File: src/rtl/core/ipv4fl_pkg.sv
// Package for the IPv4 forwarding lookup block: sizes, codes and the
// token types that travel along the route and neighbour cell chains.
// No dependencies.
package ipv4fl_pkg;

	localparam int ROUTE_DEPTH    = 128;
	localparam int NEIGHBOR_DEPTH = 128;
	localparam int PORT_BITS      = 4;
	localparam int COUNT_W        = 8;
	localparam int SLOT_W         = 7;
	localparam int POS_W          = 8;

	typedef enum logic [1:0] {
		OP_WR_ROUTE = 2'd0,
		OP_WR_NBR   = 2'd1,
		OP_FORWARD  = 2'd2,
		OP_UNUSED   = 2'd3
	} op_t;

	typedef enum logic [2:0] {
		V_FORWARD  = 3'd0,
		V_NO_ROUTE = 3'd1,
		V_TTL      = 3'd2,
		V_NO_MAC   = 3'd3,
		V_WRITE    = 3'd4
	} verdict_t;

	typedef enum logic [1:0] {
		ST_IDLE,
		ST_ROUTE,
		ST_NBR,
		ST_HOLD
	} state_t;

	// token moving down the route chain: a write or a lookup
	typedef struct packed {
		logic                 valid;
		logic                 wr;
		logic [SLOT_W-1:0]    slot;
		logic [POS_W-1:0]     pos;
		logic [31:0]          addr;
		logic [31:0]          mask;
		logic [31:0]          gw;
		logic [PORT_BITS-1:0] port;
		logic                 found;
		logic [31:0]          top_mask;
		logic [31:0]          best_gw;
		logic [PORT_BITS-1:0] best_port;
	} rt_tok_t;

	// token moving down the neighbour chain
	typedef struct packed {
		logic              valid;
		logic              wr;
		logic [SLOT_W-1:0] slot;
		logic [POS_W-1:0]  pos;
		logic [31:0]       ip;
		logic [47:0]       mac;
		logic              done;
	} nb_tok_t;

endpackage

File: src/rtl/core/ipv4fl_route_cell.sv
// One route table entry and its compare stage in the route chain.
// Depends on ipv4fl_pkg.
module ipv4fl_route_cell (
	input  logic                                 clk,
	input  logic                                 arst_n,
	input  logic [ipv4fl_pkg::COUNT_W-1:0]       count,
	input  ipv4fl_pkg::rt_tok_t                  tin,
	output ipv4fl_pkg::rt_tok_t                  tout
);
	logic [31:0]                      prefix_q;
	logic [31:0]                      mask_q;
	logic [31:0]                      gw_q;
	logic [ipv4fl_pkg::PORT_BITS-1:0] port_q;
	logic                             valid_q;
	ipv4fl_pkg::rt_tok_t              tok_q;
	ipv4fl_pkg::rt_tok_t              tok_d;
	logic                             mine;
	logic                             hit;

	assign mine = tin.valid && tin.wr && (tin.pos == {1'b0, tin.slot});
	// later entry wins a tie on the mask
	assign hit = tin.valid && !tin.wr && (tin.pos < count)
		&& ((mask_q & tin.addr) == prefix_q) && (mask_q >= tin.top_mask);

	always_ff @(posedge clk) begin
		if (mine) begin
			prefix_q <= tin.addr;
			mask_q   <= tin.mask;
			gw_q     <= tin.gw;
			port_q   <= tin.port;
		end
	end

	always_ff @(posedge clk or negedge arst_n) begin
		if (!arst_n) begin
			valid_q <= 1'b0;
		end else begin
			valid_q <= tin.valid;
		end
	end

	always_comb begin
		tok_d     = tin;
		tok_d.pos = tin.pos + 1'b1;
		if (hit) begin
			tok_d.found     = 1'b1;
			tok_d.top_mask  = mask_q;
			tok_d.best_gw   = gw_q;
			tok_d.best_port = port_q;
		end
	end

	always_ff @(posedge clk) begin
		tok_q <= tok_d;
	end

	always_comb begin
		tout       = tok_q;
		tout.valid = valid_q;
	end
endmodule

File: config.mk
export PLATFORM = sky130hd
export DESIGN_NAME = ipv4fl_route_cell
export DESIGN_NICKNAME = d
export VERILOG_FILES = /design/src/rtl/core/ipv4fl_pkg.sv /design/src/rtl/core/ipv4fl_route_cell.sv
export SDC_FILE = /design/constraint.sdc
export NUM_CORES = 1
export LEC_CHECK = 0
export BUFFER_PORTS_ARGS = -buffer_cell sky130_fd_sc_hd__buf_4
export CORE_AREA = 4 4 144 146
export CTS_CLUSTER_DIAMETER = 150
export DETAILED_ROUTE_END_ITERATION = 8
export DIE_AREA = 0 0 148 150
export GPL_TIMING_DRIVEN = 0
export PLACE_DENSITY = 0.76
export SYNTH_ARGS = -nofsm -noshare
export SYNTH_HDL_FRONTEND = slang
export SYNTH_SLANG_ARGS = --single-unit
File: constraint.sdc
create_clock -name clk -period 6.2 [get_ports clk]
set_input_delay 0.93 -clock clk [delete_from_list [all_inputs] [get_ports clk]]
set_output_delay 0.93 -clock clk [all_outputs]
set_load 0.02 [all_outputs]
==> metrics, run 1 <==
status=finished, final reports clean; Final ANT Viol Nets=0; setup repair bufs after CTS=0; final net count=1,250; Die Span X=148 µm; WL final=25,300 µm; crit path from=tin[36]; Peak Freq=326 MHz; Skew-Pair Late Insertion Delay=550 ps; multiplexer area fraction after synthesis=8.63%; worst-path fanout max=10; ys async rst share=0.350%; number of port buffers=381; yosys warns=0; number of global-route vias before repair=6,519; Setup violations, final=0; Worst Skew=9.89 ps; Die Ht=150 µm; cell family with most CP delay=compound AO/OA/AOI/OAI gates; RR Startpoint=mask_q[15]; initial antenna violation count=0; Pre-antenna DRT Iters=4; Num CTS Buffers=29; core area=19,400 µm²; FP Rows=51; cts hold-fix bufs=0; CP startpoint kind=primary input; relative slew slack=40.8%; VDD IR max=0.314 mV; worst path cell trace=buf_4, ha_1, nand2b_1, a2111oi_2, o32ai_1, o41a_2, o2111ai_4, buf_6, buf_8, mux2_4; Critical Path End Type=flip-flop; CTS tree=done; Tmin final=3070 ps; global-route wire length before repair=37,000 µm; Critical Path RT=6630 ps; total global routing overflow=0; post-route setup slack=3130 ps; Power Density=311 nW/µm²; total power=4.23 mW; Slew @ Worst Pin=882 ps; CTS Root Cell=clkbuf_16; GRT Total Usage=21.9%; DR WL/cell=19.4 µm; Post-Synthesis Cells=594; post-CTS resize count=0; largest net degree at the start of global routing=16; Clock transition at path regs=60 ps; Post-Syn Nets=830; max-slew violations=0; static leakage=6.14 nW; Final Cycle Share=49.4%; setup TNS=0 ps; Longest Clk Path Bufs=3; Synth Area in Compound Gates=2.65%; die area=22,200 µm²; CTS sink cnt=286; crit path DAT=3500 ps; Synth Flop Type=dfxtp_1; post-place setup slack=2540 ps; Post-DP Area=12,600 µm²; sequential area share after synthesis=72.7%; CP max-delay cell=a2111oi_2; EDFF count, synth=100; synth unique cells=37; Final Hold Viols=0; Initial DRC Count=207; combinational family with the most area after synthesis=multiplexers; max-cap violation count=0; starting density of the core=47.8%; Vias/cell=4.69; post-synthesis xor/xnor area fraction=4.25%; layout cells sized above 1=49.9%; Synth Area in Simple Gates=3.98%; critical path class=in2reg; cell area after layout=13,600 µm²; FF+latch count, synth=286; Vias=6,109; crit-path max cell delay=430 ps; io pins=382; DPL Wire Length=19,700 µm; post-synthesis area per instance=15.6 µm²; Min-Delay Path Class=in2async; DRC viols=0; H-Tree Depth=1; unrepaired setup endpoints after global routing=no; synthesis-to-layout area growth=46.8%; Post-Synth Adder-Cell Area=5.40%; Critical path buffers and inverters=3; GP Congestion=0.839; Cell Area, Synth=9270 µm²
-- state kept, by name (all words and copies together), names as in the netlist --
name and cells:
valid_q 1, tout 185, mask_q 32, gw_q 32
port_q 4, prefix_q 32
-- cell usage after synthesis, drive strengths merged, types with 2 or more instances --
| cell | instances | area (µm²) |
|---|---|---|
| mux2 | 68 | 800 |
| o2111ai | 2 | 35.0 |
| edfxtp | 100 | 3000 |
| buf | 8 | 71.3 |
| nand2b | 3 | 18.8 |
| inv | 41 | 154 |
| a21o | 7 | 52.6 |
| a211oi | 3 | 27.5 |
| nand4 | 13 | 81.3 |
| a221oi | 2 | 17.5 |
| xor2 | 34 | 298 |
| nor2 | 3 | 11.3 |
| o21ai | 2 | 10.0 |
| dfxtp | 185 | 3700 |
| a21oi | 8 | 40.0 |
| xnor2 | 11 | 96.3 |
| nand3 | 7 | 35.0 |
| nor4 | 2 | 12.5 |
| ha | 40 | 500 |
| nand2 | 39 | 146 |
| nor3 | 2 | 10.0 |
| and4 | 4 | 35.0 |
-- where the power goes --
group | internal (mW) | switching (mW) | total (mW)
Sequential | 2.01 | 0.0193 | 2.03
Clock | 1.09 | 0.718 | 1.81
Combinational | 0.200 | 0.192 | 0.392
-- through the flow --
step	hold WS (ps)	cells	util, %
2_1_floorplan	449	594	-
3_3_place_gp	451	1240	64.3
3_5_place_dp	457	1248	64.9
4_1_cts	122	1302	70.1
5_1_grt	122	1302	70.1
6_report	150	1303	70.1
-- cell type report --
class                      instances  area, µm²
buffer                             8       71.3
inverter                          41        154
antenna                            1       2.50
fill                            1347       5800
clock inverter                    16        206
clock buffer                      38        811
multi-input combinational        259       2320
timing repair buffer             389       2970
sequential                       286       6730
tap                              265        332
-- worst paths after layout --
| kind | end | slack (ps) | cells past startpoint |
|---|---|---|---|
| min in group clk | tout[32] | 470 | 1 |
| hold / removal | valid_q | 150 | 1 |
| setup reg to reg | tout[63] | 3200 | 9 |
| setup / recovery | tout[63] | 3130 | 10 |
| hold reg to reg | tout[32] | 470 | 1 |
| max in group asynchronous | valid_q | 5970 | 1 |
-- per-layer routing --
metal / global-route usage, % / vias to the layer above / routed length (µm)
met5: 0 / - / 0
met4: 7.25 / 0 / 763
met3: 9.24 / 49 / 2760
met2: 40.8 / 280 / 13300
met1: 21.9 / 2860 / 8510
li1: - / 2920 / -
-- cell families (layout without fill, tap and decap cells) --
logic type                 after synthesis  count (layout)
and+or+nand+nor                         76              76
adders and majority gates               40              40
buffers and inverters                   49             492
xor gates and xnor gates                45              45
other                                    0               1
AOI/OAI and AO/OA                       30              30
DFF                                    286             286
muxes                                   68              68
-- cell usage in the layout (no fill, tap or decap), types with 4 or more instances in the layout --
cell,count
a21oi_1,8
xnor2_1,11
ha_1,40
and4_1,4
dfxtp_1,185
buf_6,4
nand2_1,39
xor2_1,34
a21o_1,7
bufinv_16,4
clkbuf_16,30
mux2_2,59
inv_1,41
clkbuf_1,5
mux2_4,9
buf_8,6
clkinvlp_4,5
edfxtp_1,100
nand3_1,7
nand4_1,13
buf_4,387
(Power assumes the default switching activity.)
==> run 2, diff against run 1 <==
ABC_AREA = 1   (was unset)
CORE_AREA = unset   (was 4 4 144 146)
CORE_ASPECT_RATIO = 1.4   (was unset)
CORE_MARGIN = 4   (was unset)
CORE_UTILIZATION = 48   (was unset)
DIE_AREA = unset   (was 0 0 148 150)
clock period = 2.9 ns   (was 6.2 ns; I/O delays follow)
==> metrics, run 2 <==
Clock transition at path regs=70 ps (about the same); final core occ=71.6% (+1.5 points); critical path class=reg2reg; antenna cells=0 (-1); Num CTS Buffers=26 (-10%); starting density of the core=48.8% (+1.0 points); EDFF count, synth=100 (unchanged); Tmin final=2560 ps; CTS tree=done; Min-Delay Path Class=in2reg; GP Congestion=0.805 (-4.0%); worst-path fanout max=10 (unchanged); Setup violations, final=0 (unchanged); max-slew violations=0 (unchanged); Initial DRC Count=367 (+77%); CP startpoint kind=flip-flop; CTS Root Cell=clkbuf_16; DRC viols=0 (unchanged); ys async rst share=0.350% (unchanged); Worst Skew=14.5 ps (+4.62 ps); DPL Wire Length=21,300 µm (+7.8%); commonest non-fill, non-tap cell in the layout=buf_4; Pre-antenna DRT Iters=5 (+1); largest cells by area after synthesis=dfxtp_1, edfxtp_1, nand2_1, nand3_1, ha_1; CTS sink cnt=286 (unchanged); Register Area=6730 µm² (unchanged); top-count cell post-synth=nand2_1; Vias/cell=4.84 (+3.2%); synth unique cells=28 (-24%); FILL cells=1,444 (+7.2%); Critical path buffers and inverters=1 (-2); Most Frequent Cell on Critical Path=nand2_1; die area=22,500 µm² (+1.6%); DR WL/cell=17.6 µm (-9.5%); post-place setup slack=177 ps (-2370 ps); CP max-delay cell=clkbuf_1; Largest register FFs=185 (unchanged); final net count=1,578 (+26%); post-route setup slack=337 ps (-2800 ps); global-route wire length before repair=42,700 µm (+16%); sequential area share after synthesis=69.5% (-3.2 points); FF+latch count, synth=286 (unchanged); Skew-Pair Late Insertion Delay=530 ps (-20 ps); post-synthesis area per instance=10.9 µm² (-30%); most common library cells after synthesis=nand2_1, dfxtp_1, nand3_1, edfxtp_1, inv_1; post-CTS resize count=0 (unchanged); synthesis-to-layout area growth=46.8% (about the same); layout cells sized above 1=33.0% (-17 points); total power=8.73 mW (+110%); relative slew slack=63.0% (+22 points); setup repair bufs after CTS=0 (unchanged); number of global-route vias before repair=7,981 (+22%); core area=19,800 µm² (+2.3%); Slew @ Worst Pin=554 ps (-328 ps); largest net degree at the start of global routing=31 (+15); io pins=382 (unchanged); initial antenna violation count=0 (unchanged); Die Span X=128 µm (-13%); yosys warns=0 (unchanged); worst path cell trace=ha_1, a21o_1, nor2_1, nand2_1, nor2_1, nand2_1, nand2_1, nand2_1, nand2_2, clkbuf_1, nand2_1, nand2_1; Final ANT Viol Nets=0 (unchanged); Post-Syn Nets=1,125 (+36%); WL final=28,400 µm (+12%); Power Density=614 nW/µm² (+98%); area occupied by multi-input gates=2540 µm² (+9.2%); FP Rows=61 (+20%); H-Tree Depth=1 (unchanged); status=finished, final reports clean; Post-Synthesis Cells=889 (+50%); Synth area leader=dfxtp_1; VDD IR max=0.600 mV (+91%); cell family with most CP delay=simple AND/OR/NAND/NOR gates; Cell Count, Final, Fillers Out=1,614 (+24%); GRT Total Usage=24.3% (+2.5 points); Synth top area share=38.2% (-1.7 points); placed instance count=1,525 (+22%); Critical Path End Type=flip-flop; Longest Clk Path Bufs=3 (unchanged); Cell Area, Synth=9690 µm² (+4.5%); crit-path max cell delay=450 ps (+20 ps); Die Ht=176 µm (+17%); unrepaired setup endpoints after global routing=no; setup TNS=0 ps (unchanged); crit path DAT=3040 ps (-460 ps); Synth Flop Type=dfxtp_1; static leakage=6.88 nW (+12%); Critical Path RT=3380 ps (-3250 ps); Vias=7,808 (+28%); Final Hold Viols=0 (unchanged); total global routing overflow=0 (unchanged); most frequent cells in the layout=buf_4, nand2_1, dfxtp_1, nand3_1, edfxtp_1; number of port buffers=381 (unchanged); Final Cycle Share=88.4%; Peak Freq=390 MHz; max-cap violation count=0 (unchanged)
## run 2: final cells by class
cell class,count,share of cell area [%]
buffer,22,0.898
timing repair buffer,425,23.4
clock buffer,36,5.27
sequential,286,47.4
tap,252,2.22
clock inverter,12,0.898
multi-input combinational,502,17.8
inverter,79,2.09
## run 2: through the flow
stage	area [µm²]	hold WS, ps
after global placement	12900	225
after CTS	14200	0.0304
after detailed placement	12900	222
after floorplan	9690	139
final	14200	17.7
after global routing	14200	-0.357
## run 2: power breakdown
group	internal [mW]	leakage [nW]	switching, mW	total [mW]
registers	4.29	2.47	0.0425	4.33
logic	0.450	3.98	0.475	0.924
clock network	2.00	0.435	1.48	3.48
## run 2: cell families after synthesis
| logic type | after synthesis | share of synthesized area, % |
|---|---|---|
| xor+xnor | 10 | 0.904 |
| fa+ha+maj | 40 | 5.17 |
| flops | 286 | 69.5 |
| simple gates | 425 | 18.5 |
| buf+inv | 101 | 4.38 |
| compound gates | 27 | 1.59 |
## run 2: metal layers
layer,GRT usage (%),share of wire (%)
met1,25.8,34
met2,46.3,55
met3,6.05,7.8
met4,8.32,3.3
met5,0,0
## run 2: final timing paths
kind | slack, ps | cells past startpoint | from | to
worst max-delay path | 340 | 12 | mask_q[15] | tout[53]
worst min-delay path | 20 | 1 | tin[86] | tout[86]
min in group asynchronous | 230 | 2 | arst_n | valid_q
max in group asynchronous | 2580 | 2 | arst_n | valid_q
worst min register to register | 470 | 2 | gw_q[25] | tout[29]
worst max register to register | 340 | 12 | mask_q[15] | tout[53]
## run 2: what timing repair did
item | in CTS | in global routing
endpoints found under the setup margin | 0 | 0
hold buffers | 36 | 5
hold endpoints to repair | 36 | 5
## run 2: worst reg2reg max path, stage by stage, from the launching register on
cell      delay (ps)
edfxtp_1         440
ha_1             330
a21o_1           160
nor2_1           150
nand2_1           70
nor2_1           100
nand2_1           80
nand2_1           70
nand2_1          220
nand2_2          250
clkbuf_1         450
nand2_1          120
nand2_1           80
