===== src/rtl/core/ipv4fl_pkg.sv =====
// Package for the IPv4 forwarding lookup block: sizes, codes and the
// token types that travel along the route and neighbour cell chains.
// No dependencies.
package ipv4fl_pkg;

	localparam int ROUTE_DEPTH    = 128;
	localparam int NEIGHBOR_DEPTH = 128;
	localparam int PORT_BITS      = 4;
	localparam int COUNT_W        = 8;
	localparam int SLOT_W         = 7;
	localparam int POS_W          = 8;

	typedef enum logic [1:0] {
		OP_WR_ROUTE = 2'd0,
		OP_WR_NBR   = 2'd1,
		OP_FORWARD  = 2'd2,
		OP_UNUSED   = 2'd3
	} op_t;

	typedef enum logic [2:0] {
		V_FORWARD  = 3'd0,
		V_NO_ROUTE = 3'd1,
		V_TTL      = 3'd2,
		V_NO_MAC   = 3'd3,
		V_WRITE    = 3'd4
	} verdict_t;

	typedef enum logic [1:0] {
		ST_IDLE,
		ST_ROUTE,
		ST_NBR,
		ST_HOLD
	} state_t;

	// token moving down the route chain: a write or a lookup
	typedef struct packed {
		logic                 valid;
		logic                 wr;
		logic [SLOT_W-1:0]    slot;
		logic [POS_W-1:0]     pos;
		logic [31:0]          addr;
		logic [31:0]          mask;
		logic [31:0]          gw;
		logic [PORT_BITS-1:0] port;
		logic                 found;
		logic [31:0]          top_mask;
		logic [31:0]          best_gw;
		logic [PORT_BITS-1:0] best_port;
	} rt_tok_t;

	// token moving down the neighbour chain
	typedef struct packed {
		logic              valid;
		logic              wr;
		logic [SLOT_W-1:0] slot;
		logic [POS_W-1:0]  pos;
		logic [31:0]       ip;
		logic [47:0]       mac;
		logic              done;
	} nb_tok_t;

endpackage


===== src/rtl/core/ipv4fl_nbr_cell.sv =====
// One neighbour table entry and its compare stage in the neighbour chain.
// Depends on ipv4fl_pkg.
module ipv4fl_nbr_cell (
	input  logic                           clk,
	input  logic                           arst_n,
	input  logic [ipv4fl_pkg::COUNT_W-1:0] count,
	input  ipv4fl_pkg::nb_tok_t            tin,
	output ipv4fl_pkg::nb_tok_t            tout
);
	logic [31:0]         ip_q;
	logic [47:0]         mac_q;
	logic                valid_q;
	ipv4fl_pkg::nb_tok_t tok_q;
	ipv4fl_pkg::nb_tok_t tok_d;
	logic                mine;
	logic                hit;

	assign mine = tin.valid && tin.wr && (tin.pos == {1'b0, tin.slot});
	// first match wins: once done, hold
	assign hit = tin.valid && !tin.wr && !tin.done && (tin.pos < count)
		&& (ip_q == tin.ip);

	always_ff @(posedge clk) begin
		if (mine) begin
			ip_q  <= tin.ip;
			mac_q <= tin.mac;
		end
	end

	always_ff @(posedge clk or negedge arst_n) begin
		if (!arst_n) begin
			valid_q <= 1'b0;
		end else begin
			valid_q <= tin.valid;
		end
	end

	always_comb begin
		tok_d     = tin;
		tok_d.pos = tin.pos + 1'b1;
		if (hit) begin
			tok_d.done = 1'b1;
			tok_d.mac  = mac_q;
		end
	end

	always_ff @(posedge clk) begin
		tok_q <= tok_d;
	end

	always_comb begin
		tout       = tok_q;
		tout.valid = valid_q;
	end
endmodule


===== config.mk =====
export PLATFORM = sky130hd
export DESIGN_NAME = ipv4fl_nbr_cell
export DESIGN_NICKNAME = d
export VERILOG_FILES = /design/src/rtl/core/ipv4fl_pkg.sv /design/src/rtl/core/ipv4fl_nbr_cell.sv
export SDC_FILE = /design/constraint.sdc
export NUM_CORES = 1
export LEC_CHECK = 0
export BUFFER_PORTS_ARGS = -buffer_cell sky130_fd_sc_hd__buf_2
export CAP_MARGIN = 20
export CORE_UTILIZATION = 40
export CTS_BUF_LIST = sky130_fd_sc_hd__clkbuf_4 sky130_fd_sc_hd__clkbuf_8
export CTS_CLUSTER_DIAMETER = 100
export DETAILED_ROUTE_END_ITERATION = 6
export PLACE_DENSITY = 0.79
export SYNTH_ARGS = -nofsm -noshare
export SYNTH_HDL_FRONTEND = slang
export SYNTH_SLANG_ARGS = --single-unit
export TNS_END_PERCENT = 5

===== constraint.sdc =====
create_clock -name clk -period 2.31 [get_ports clk]
set_input_delay 0.3465 -clock clk [delete_from_list [all_inputs] [get_ports clk]]
set_output_delay 0.3465 -clock clk [all_outputs]
set_load 0.005 [all_outputs]

==> out/qor.txt, run 1 <==
Worst Setup Path Type - register to register
R2R depth - 7
post-DR vias/cell - 4.601
most frequent cells in the layout - buf_2, dfxtp_1, edfxtp_1
Synth Register Bits - 178
largest family of logic cells by synthesized area - multiplexers
post-route ant nets - 0
Final Critical Period - 2007 ps
post-synthesis cell count - 326
Logic pwr share - 6.5%
Filler Cells Inserted - 1143
Post-Synth Simple-Gate Area - 2.718%
die area - 14760 sq um
pre-CTS WS - 145.5 ps
CP peak stage delay - 380 ps
syn nets - 442
Storage cell area - 4369 sq um
register area share after synthesis - 76.53%
Worst setup SP type - register
count of unique library cells instantiated by Yosys - 26
first-iteration detailed-routing DRC count - 151
Ports - 206
worst-path fanout max - 49
Mapped Avg Cell Area - 17.51 sq um
Core Region - 13880 sq um
peak supply drop - 0.0005285 V
status - finished, final reports clean
largest net degree at the start of global routing - 81
Final Cycle Share - 86.88%
switch share - 20.45%
WP buf/inv - 1
synth warn - 0
critical path's top delay family - simple AND/OR/NAND/NOR gates
Synth Area in XOR/XNOR - 6.903%
Post-DP HPWL - 7731 microns
Reg power frac - 57.4%
diode count - 0
Internal Dissipation - 0.004719 W
initial antenna violation count - 0
clock slew at reported path FFs - 80 ps
Clock Power Share - 36.2%
Worst Clk Skew - 10.66 ps
post-route cell area - 7470 sq um
die height - 121.5 microns
mux cell area share after synthesis - 10.06%
H-tree levels - 4
crit end category - register
hold path cells - 1
critical path data arrival time - 2330 ps
Global Route Usage Sum - 15.19%
Area Growth Syn to Fin - 30.83%
final setup margin - 303.1 ps
Root Driver - clkbuf_8
CP max-delay cell - edfxtp_1
FF-to-FF Start - ip_q[20]
Fin Setup TNS - 0 ps
FMAX - 0.4983 GHz
Finish-stage setup viols - 0
CTS Sinks - 178
Required @ worst endpoint - 2640 ps
r2r endpoint - tout[30]
I/O Buffers - 205
leakage - 3.153 nW
Initial Util - 41.13%
Routed WL - 10930 microns
WL/cell - 14.65 microns
worst reg-to-reg setup slack - 300 ps
worst skew pair latency - 440 ps
post-CTS setup repair buffer count - 0
Hold Path End - tout[78]
Placement Rows - 43
layout cells sized above 1 - 51.24%
Final Power - 0.005931 W
Final Net Count - 669
Post-Syn Area - 5709 sq um
worst rel slew slack - 69.30%
Worst Hold Launch - tin[78]
Post-Synth Adder-Cell Area - 1.753%
CP Cell Sequence - xor2_1, nor4_1, nand3_1, a21oi_1, nand4_1, buf_12, mux2_2
number of global-route vias before repair - 3449
Num CTS Buffers - 17
Max Cap Violations - 0
Slew Viols, Final - 0
die width - 121.5 microns
switching power total - 0.001213 W
Placed Instance Area - 7005 sq um
CTS tree - built
GRT overflow - 0
Fin. Hold Viols - 0
vias - 3432
Residual DRC - 0
most common cell after layout, fill and taps aside - buf_2
DR pass1 iterations - 4
unrepaired setup endpoints after global routing - no
PwrDens - 794.1 nW/um^2
complex-gate fraction of the synthesized area - 0.7890%
Worst Tran Pin Value - 460.5 ps
hold slack - 40.75 ps
worst hold path class - input port to register
CTS Buffer Depth - 2
total area of multi-input combinational cells - 1308 sq um
first-pass GRT wire length - 16560 microns
GP Congestion - 0.7756
area by class of cell:
| type | instances | area share, % |
|---|---|---|
| Sequential cell | 178 | 58.49 |
| Multi-Input combinational cell | 134 | 17.50 |
| Timing Repair Buffer | 214 | 15.18 |
| Clock buffer | 22 | 3.635 |
| Tap cell | 180 | 3.015 |
| Clock inverter | 10 | 1.776 |
| Inverter | 8 | 0.4020 |
timing repair:
item / 4_1_cts / 5_1_grt
hold endpoints to repair: 6 / 0
gates resized for setup: 0 / 0
hold buffers: 6 / 0
per-stage QoR:
step | std cells | util (%)
after floorplan | 326 | -
after global placement | 708 | 50.47
final | 746 | 53.81
after CTS | 746 | 53.81
after detailed placement | 708 | 50.47
after global routing | 746 | 53.81
logic make-up after synthesis:
kind of cell | after synthesis
and+or+nand+nor | 26
DFF | 178
xor gates and xnor gates | 45
muxes | 48
buffers and inverters | 14
adders and majority gates | 8
AOI/OAI and AO/OA | 7
power groups by stage:
stage	combinational (W)	clock, W	sequential [W]
after floorplan	0.000114	0	0.00349
after global placement	0.000365	0	0.00347
after detailed placement	0.000378	0	0.00348
after CTS	0.000389	0.00221	0.00340
after global routing	0.000422	0.00235	0.00341
final	0.000383	0.00215	0.00340
synth_stat cells (all sizes together):
cell type	n	share of area, %
a21boi	1	0.13
a21o	3	0.39
a21oi	1	0.088
and3	1	0.11
and4	2	0.31
buf	6	0.72
dfrtp	1	0.44
dfxtp	97	34
edfxtp	80	42
ha	8	1.8
inv	8	0.53
mux2	48	10
nand2	2	0.13
nand2b	1	0.11
nand3	5	0.44
nand4	9	0.99
nor2	1	0.066
nor3	1	0.088
nor4	3	0.33
nor4b	1	0.15
o21ai	2	0.18
xnor2	39	6.0
xor2	6	0.92
worst max-delay path by stage:
stage	endpoint	depth (start not counted)	start	slack (ps)
2_1_floorplan	ip_q[0]	3	tin[83]	-1360
3_3_place_gp	tout[40]	8	tin[68]	170
3_5_place_dp	tout[42]	8	tin[69]	150
4_1_cts	tout[42]	7	ip_q[20]	260
5_1_grt	tout[45]	7	ip_q[20]	80
6_report	tout[30]	7	ip_q[20]	300
state kept, by name (all words and copies together), names as in the netlist:
name,flops
ip_q,32
mac_q,48
valid_q,1
tout,97
routing by layer:
layer | GRT usage, % | vias up | routed length, microns
met5 | 0 | - | 0
met4 | 8.410 | 0 | 199
met3 | 4.746 | 18 | 715
met2 | 24.57 | 143 | 5410
met1 | 17.86 | 1654 | 4606
li1 | - | 1617 | -
(Power assumes the default switching activity.)
==> inputs of run 2 (changes only) <==
--- a/config.mk
+++ b/config.mk
@@ -11,7 +11,7 @@
 export CTS_BUF_LIST = sky130_fd_sc_hd__clkbuf_4 sky130_fd_sc_hd__clkbuf_8
 export CTS_CLUSTER_DIAMETER = 100
 export DETAILED_ROUTE_END_ITERATION = 6
-export PLACE_DENSITY = 0.79
+export PLACE_DENSITY = 0.75
 export SYNTH_ARGS = -nofsm -noshare
 export SYNTH_HDL_FRONTEND = slang
 export SYNTH_SLANG_ARGS = --single-unit
==> run 2 against run 1 <==
Against the previous run:
- critical path depth grew 3
- register-to-register slack worse by 20 ps
- sequential share of layout area fell by 2.1 points
- highest routed layer unchanged
==> out/qor.txt, run 2 (synthesis gave the netlist of run 1 again) <==
Final Net Count - 699
Residual DRC - 0
CTS Sinks - 178
Worst Setup Path Type - input port to register
initial antenna violation count - 0
worst hold path class - input port to register
largest net degree at the start of global routing - 38
status - finished, final reports clean
die width - 121.5 microns
worst skew pair latency - 450 ps
Fin Setup TNS - 0 ps
Worst setup SP type - input port
PostCTS Resize Cnt - 0
Final Critical Period - 2201 ps
CTS Buffer Depth - 2
Finish-stage setup viols - 0
GP Congestion - 0.7631
PwrDens - 750.4 nW/um^2
GRT overflow - 0
Final Cycle Share - 95.29%
Placement Rows - 43
H-tree levels - 4
crit end category - register
Worst Clk Skew - 11.52 ps
Filler Cells Inserted - 1120
WL/cell - 14.81 microns
Largest register FFs - 97
layout cells sized above 1 - 50.17%
most common cell after layout, fill and taps aside - buf_2
die area - 14760 sq um
Ports - 206
I/O Buffers - 205
pre-CTS WS - 147.8 ps
leakage - 3.282 nW
peak supply drop - 0.0004000 V
Worst Tran Pin Value - 662.2 ps
Core Region - 13880 sq um
Required @ worst endpoint - 2650 ps
vias - 3513
post-route ant nets - 0
Storage cell area - 4369 sq um
final setup margin - 108.9 ps
FMAX - 0.4543 GHz
post-DR vias/cell - 4.527
worst rel slew slack - 55.52%
Post-DP HPWL - 8046 microns
Routed WL - 11490 microns
DR pass1 iterations - 4
critical path data arrival time - 2540 ps
clock slew at reported path FFs - 80 ps
Initial Util - 41.13%
total area of multi-input combinational cells - 1308 sq um
Root Driver - clkbuf_8
Slew Viols, Final - 0
Fin. Hold Viols - 0
first-pass GRT wire length - 16960 microns
Num CTS Buffers - 17
die height - 121.5 microns
first-iteration detailed-routing DRC count - 132
diode count - 0
CTS tree - built
worst-path fanout max - 12
Max Cap Violations - 0
Area Growth Syn to Fin - 35.63%
number of global-route vias before repair - 3501
unrepaired setup endpoints after global routing - no
most frequent cells in the layout - buf_2, dfxtp_1, edfxtp_1
Global Route Usage Sum - 15.60%
## run 2: worst paths after layout
| kind | from | end | slack [ps] | cells after the start |
|---|---|---|---|---|
| min | tin[49] | tout[49] | 40 | 1 |
| min in group asynchronous | arst_n | valid_q | 200 | 2 |
| min reg2reg | mac_q[39] | tout[40] | 470 | 1 |
| max | tin[75] | tout[13] | 110 | 10 |
| max in group asynchronous | arst_n | valid_q | 2030 | 2 |
| max reg2reg | ip_q[26] | tout[13] | 280 | 8 |
## run 2: metrics by stage
stage | total power (W) | util (%) | hold WS [ps] | instances | area [sq um]
finish | 0.005811 | 55.79 | 42.04 | 776 | 7744
global route | 0.006048 | 55.79 | 2.722 | 776 | 7744
CTS | 0.005863 | 54.90 | 0.4453 | 765 | 7621
detailed placement | 0.003856 | 50.88 | 122.6 | 714 | 7063
global placement | 0.003839 | 50.88 | 122.0 | 714 | 7063
floorplan | 0.003605 | - | 50.91 | 326 | 5748
## run 2: what timing repair did
item | CTS | global route
endpoints found under the setup margin | 0 | 5
buffers inserted | 0 | 1
hold buffers | 19 | 9
hold endpoints to repair | 19 | 9
## run 2: power breakdown
part	internal, W	switching (W)	leakage (nW)
Sequential	0.00338	0.0000233	1.55
Combinational	0.000240	0.000174	1.54
Clock	0.000909	0.00109	0.195
## run 2: worst max-delay path: stages
cell and delay (ps):
dlygate4sd3_1 540, buf_2 140, xnor2_1 160, nand4_1 120, nor4_1 320, buf_4 180, nand4_1 70, buf_4 180
buf_4 190, mux2_2 290
## run 2: final cells by class
class | count | area share, %
sequential | 178 | 56.42
timing repair buffer | 244 | 18.65
multi-input combinational | 134 | 16.88
clock buffer | 20 | 3.393
tap | 180 | 2.908
clock inverter | 12 | 1.357
inverter | 8 | 0.3878
## run 2: layer usage
layer | vias to the layer above | wire (microns) | global-route usage, %
li1 | 1679 | - | -
met3 | 18 | 848 | 6.156
met5 | - | 0 | 0
met2 | 144 | 5621 | 25.04
met1 | 1672 | 4818 | 18.34
met4 | 0 | 204 | 7.022
==> inputs of run 3 (changes only) <==
--- a/config.mk
+++ b/config.mk
@@ -5,13 +5,14 @@
 export SDC_FILE = /design/constraint.sdc
 export NUM_CORES = 1
 export LEC_CHECK = 0
+export ABC_AREA = 1
 export BUFFER_PORTS_ARGS = -buffer_cell sky130_fd_sc_hd__buf_2
 export CAP_MARGIN = 20
 export CORE_UTILIZATION = 40
 export CTS_BUF_LIST = sky130_fd_sc_hd__clkbuf_4 sky130_fd_sc_hd__clkbuf_8
 export CTS_CLUSTER_DIAMETER = 100
 export DETAILED_ROUTE_END_ITERATION = 6
-export PLACE_DENSITY = 0.75
+export PLACE_DENSITY = 0.76
 export SYNTH_ARGS = -nofsm -noshare
 export SYNTH_HDL_FRONTEND = slang
 export SYNTH_SLANG_ARGS = --single-unit
==> constraint.sdc (replaced) <==
create_clock -name clk -period 2 [get_ports clk]
set_input_delay 0.3 -clock clk [delete_from_list [all_inputs] [get_ports clk]]
set_output_delay 0.3 -clock clk [all_outputs]
set_load 0.005 [all_outputs]
==> run 3 against run 2 <==
Against the previous run:
- the run now ends with DRC left
- total power up 18%
- non-clock buffer count up 27
- first-iteration DRC count up 110%
- global-route usage up 3.0 points
- setup slack better by 24 ps
- area after synthesis up 7.0%
==> out/qor.txt, run 3 <==
status - finished with violations
failing checks - DRC
Largest register FFs - 97
Synth Register Bits - 178
vias - 4678
Placement Rows - 44
post-synthesis cell count - 564
Worst Tran Pin Value - 279.9 ps
post-route ant nets - 0
Mapped Avg Cell Area - 10.83 sq um
Required @ worst endpoint - 2140 ps
DR pass1 iterations - 7
count of unique library cells instantiated by Yosys - 23
Area Growth Syn to Fin - 37.74%
Residual DRC - 11
PwrDens - 814.1 nW/um^2
Final Cycle Share - 93.33%
Reg power frac - 57.4%
number of global-route vias before repair - 4544
Fin. Hold Viols - 0
synth warn - 0
most frequent cells in the layout - buf_2, nand2_1, dfxtp_1
crit end category - register
CTS Buffer Depth - 2
FMAX - 0.5357 GHz
most common cell after layout, fill and taps aside - buf_2
leakage - 3.991 nW
CP Cell Sequence - dlygate4sd3_1, buf_2, inv_4, o22ai_1, a221oi_1, nand2_1, nor2_4, buf_12
CTS Sinks - 178
CTS tree - built
WL/cell - 13.70 microns
switch share - 22.96%
Clock Power Share - 34.6%
post-DR vias/cell - 4.520
first-pass GRT wire length - 22320 microns
Filler Cells Inserted - 1181
unrepaired setup endpoints after global routing - no
critical path data arrival time - 2010 ps
Post-Syn Area - 6111 sq um
Synth area leader - edfxtp_1
Routed WL - 14180 microns
Final Net Count - 954
syn nets - 680
layout cells sized above 1 - 29.73%
CP max-delay cell - dlygate4sd3_1
Worst setup SP type - input port
peak supply drop - 0.0007171 V
Max Cap Violations - 0
Root Driver - clkbuf_8
switching power total - 0.001573 W
Logic pwr share - 8.0%
FFs w/ async S/R, synth - 0.5618%
diode count - 0
register area share after synthesis - 71.50%
hold slack - 39.21 ps
total area of multi-input combinational cells - 1416 sq um
Worst Clk Skew - 17.85 ps
Storage cell area - 4369 sq um
initial antenna violation count - 0
Num CTS Buffers - 17
share of the synthesized area in the top cell type - 39.31%
worst-path fanout max - 32
H-tree levels - 4
worst rel slew slack - 81.34%
GRT overflow - 0
worst hold path class - input port to register
Worst Setup Path Type - input port to register
Core Region - 14700 sq um
CP peak stage delay - 520 ps
Ports - 206
worst skew pair latency - 460 ps
Post-DP HPWL - 8815 microns
Slew Viols, Final - 0
Fin Setup TNS - 0 ps
top post-synthesis cells by count - nand2_1, dfxtp_1, edfxtp_1
die area - 15780 sq um
die width - 125.6 microns
first-iteration detailed-routing DRC count - 277
Internal Dissipation - 0.005279 W
Initial Util - 41.57%
EDFF count, synth - 80
Finish-stage setup viols - 0
post-route cell area - 8417 sq um
I/O Buffers - 205
GP Congestion - 0.7905
Final Critical Period - 1867 ps
clock slew at reported path FFs - 90 ps
most frequent cell after synthesis - nand2_1
Final Util - 57.26%
dominant synthesized flop cell - dfxtp_1
Global Route Usage Sum - 18.58%
Placed Instance Area - 7435 sq um
synth top area cells - edfxtp_1, dfxtp_1, nand2_1
die height - 125.6 microns
largest net degree at the start of global routing - 50
run 3: changes by cell type after synthesis, sizes merged, moves of 6 or more:
cell   before  now
nor2        1   24
xnor2      39    8
mux2       48    0
inv         8   66
nand2       2  189
buf         6   14
nand3       5   53
nand4       9    3
run 3: final timing paths:
path	startpoint	to	slack (ps)	cells past startpoint
worst max-delay path	tin[90]	mac_q[9]	130	8
worst min-delay path	tin[12]	mac_q[11]	40	1
worst min register to register	mac_q[26]	tout[27]	470	2
max in group asynchronous	arst_n	valid_q	1780	2
worst max register to register	ip_q[1]	tout[11]	350	10
min in group asynchronous	arst_n	valid_q	140	2
run 3: power groups by stage:
stage          registers [W]  clock network [W]  logic [W]
6_report             0.00393            0.00237   0.000548
5_1_grt              0.00394            0.00259   0.000607
4_1_cts              0.00393            0.00242   0.000536
3_5_place_dp         0.00401                  0   0.000448
3_3_place_gp         0.00401                  0   0.000437
2_1_floorplan        0.00403                  0   0.000136
run 3: per-stage QoR:
step	std cells	setup slack [ps]	power (W)
2_1_floorplan	564	-348.9	0.004170
3_3_place_gp	943	130.3	0.004451
3_5_place_dp	943	81.16	0.004463
4_1_cts	1032	229.6	0.006887
5_1_grt	1035	90.68	0.007135
6_report	1035	133.4	0.006852
run 3: final cells by class:
| cell class | count | share of cell area, % |
|---|---|---|
| multi-input cells | 304 | 16.83 |
| inverters | 66 | 3.241 |
| clock buffers | 21 | 3.285 |
| repair buffers | 271 | 20.75 |
| well taps | 184 | 2.735 |
| clock inverters | 11 | 1.249 |
| flip-flops and latches | 178 | 51.91 |
run 3: layer usage:
metal,wire (microns),vias to the layer above,global-route usage [%]
met1,5918,2158,21.77
met3,762,22,5.135
met5,0,-,0
met2,7189,157,31.47
met4,305,0,8.967
li1,-,2341,-
run 3: worst max-delay path, delay by kind of cell:
family	cells	cell delay (ps)
buf+inv	4	970
simple gates	2	400
compound gates	2	320
run 3: cell families after synthesis:
kind of cell,synth area share (%)
and+or+nand+nor,18.08
DFF,71.50
buffers and inverters,5.753
xor gates and xnor gates,2.007
AOI/OAI and AO/OA,1.024
adders and majority gates,1.638
run 3: timing repair:
item / 4_1_cts / 5_1_grt
gates resized for setup: 0 / 0
endpoints found under the setup margin: 0 / 0
hold buffers: 57 / 3
hold endpoints to repair: 60 / 3
setup buffers: 0 / 0
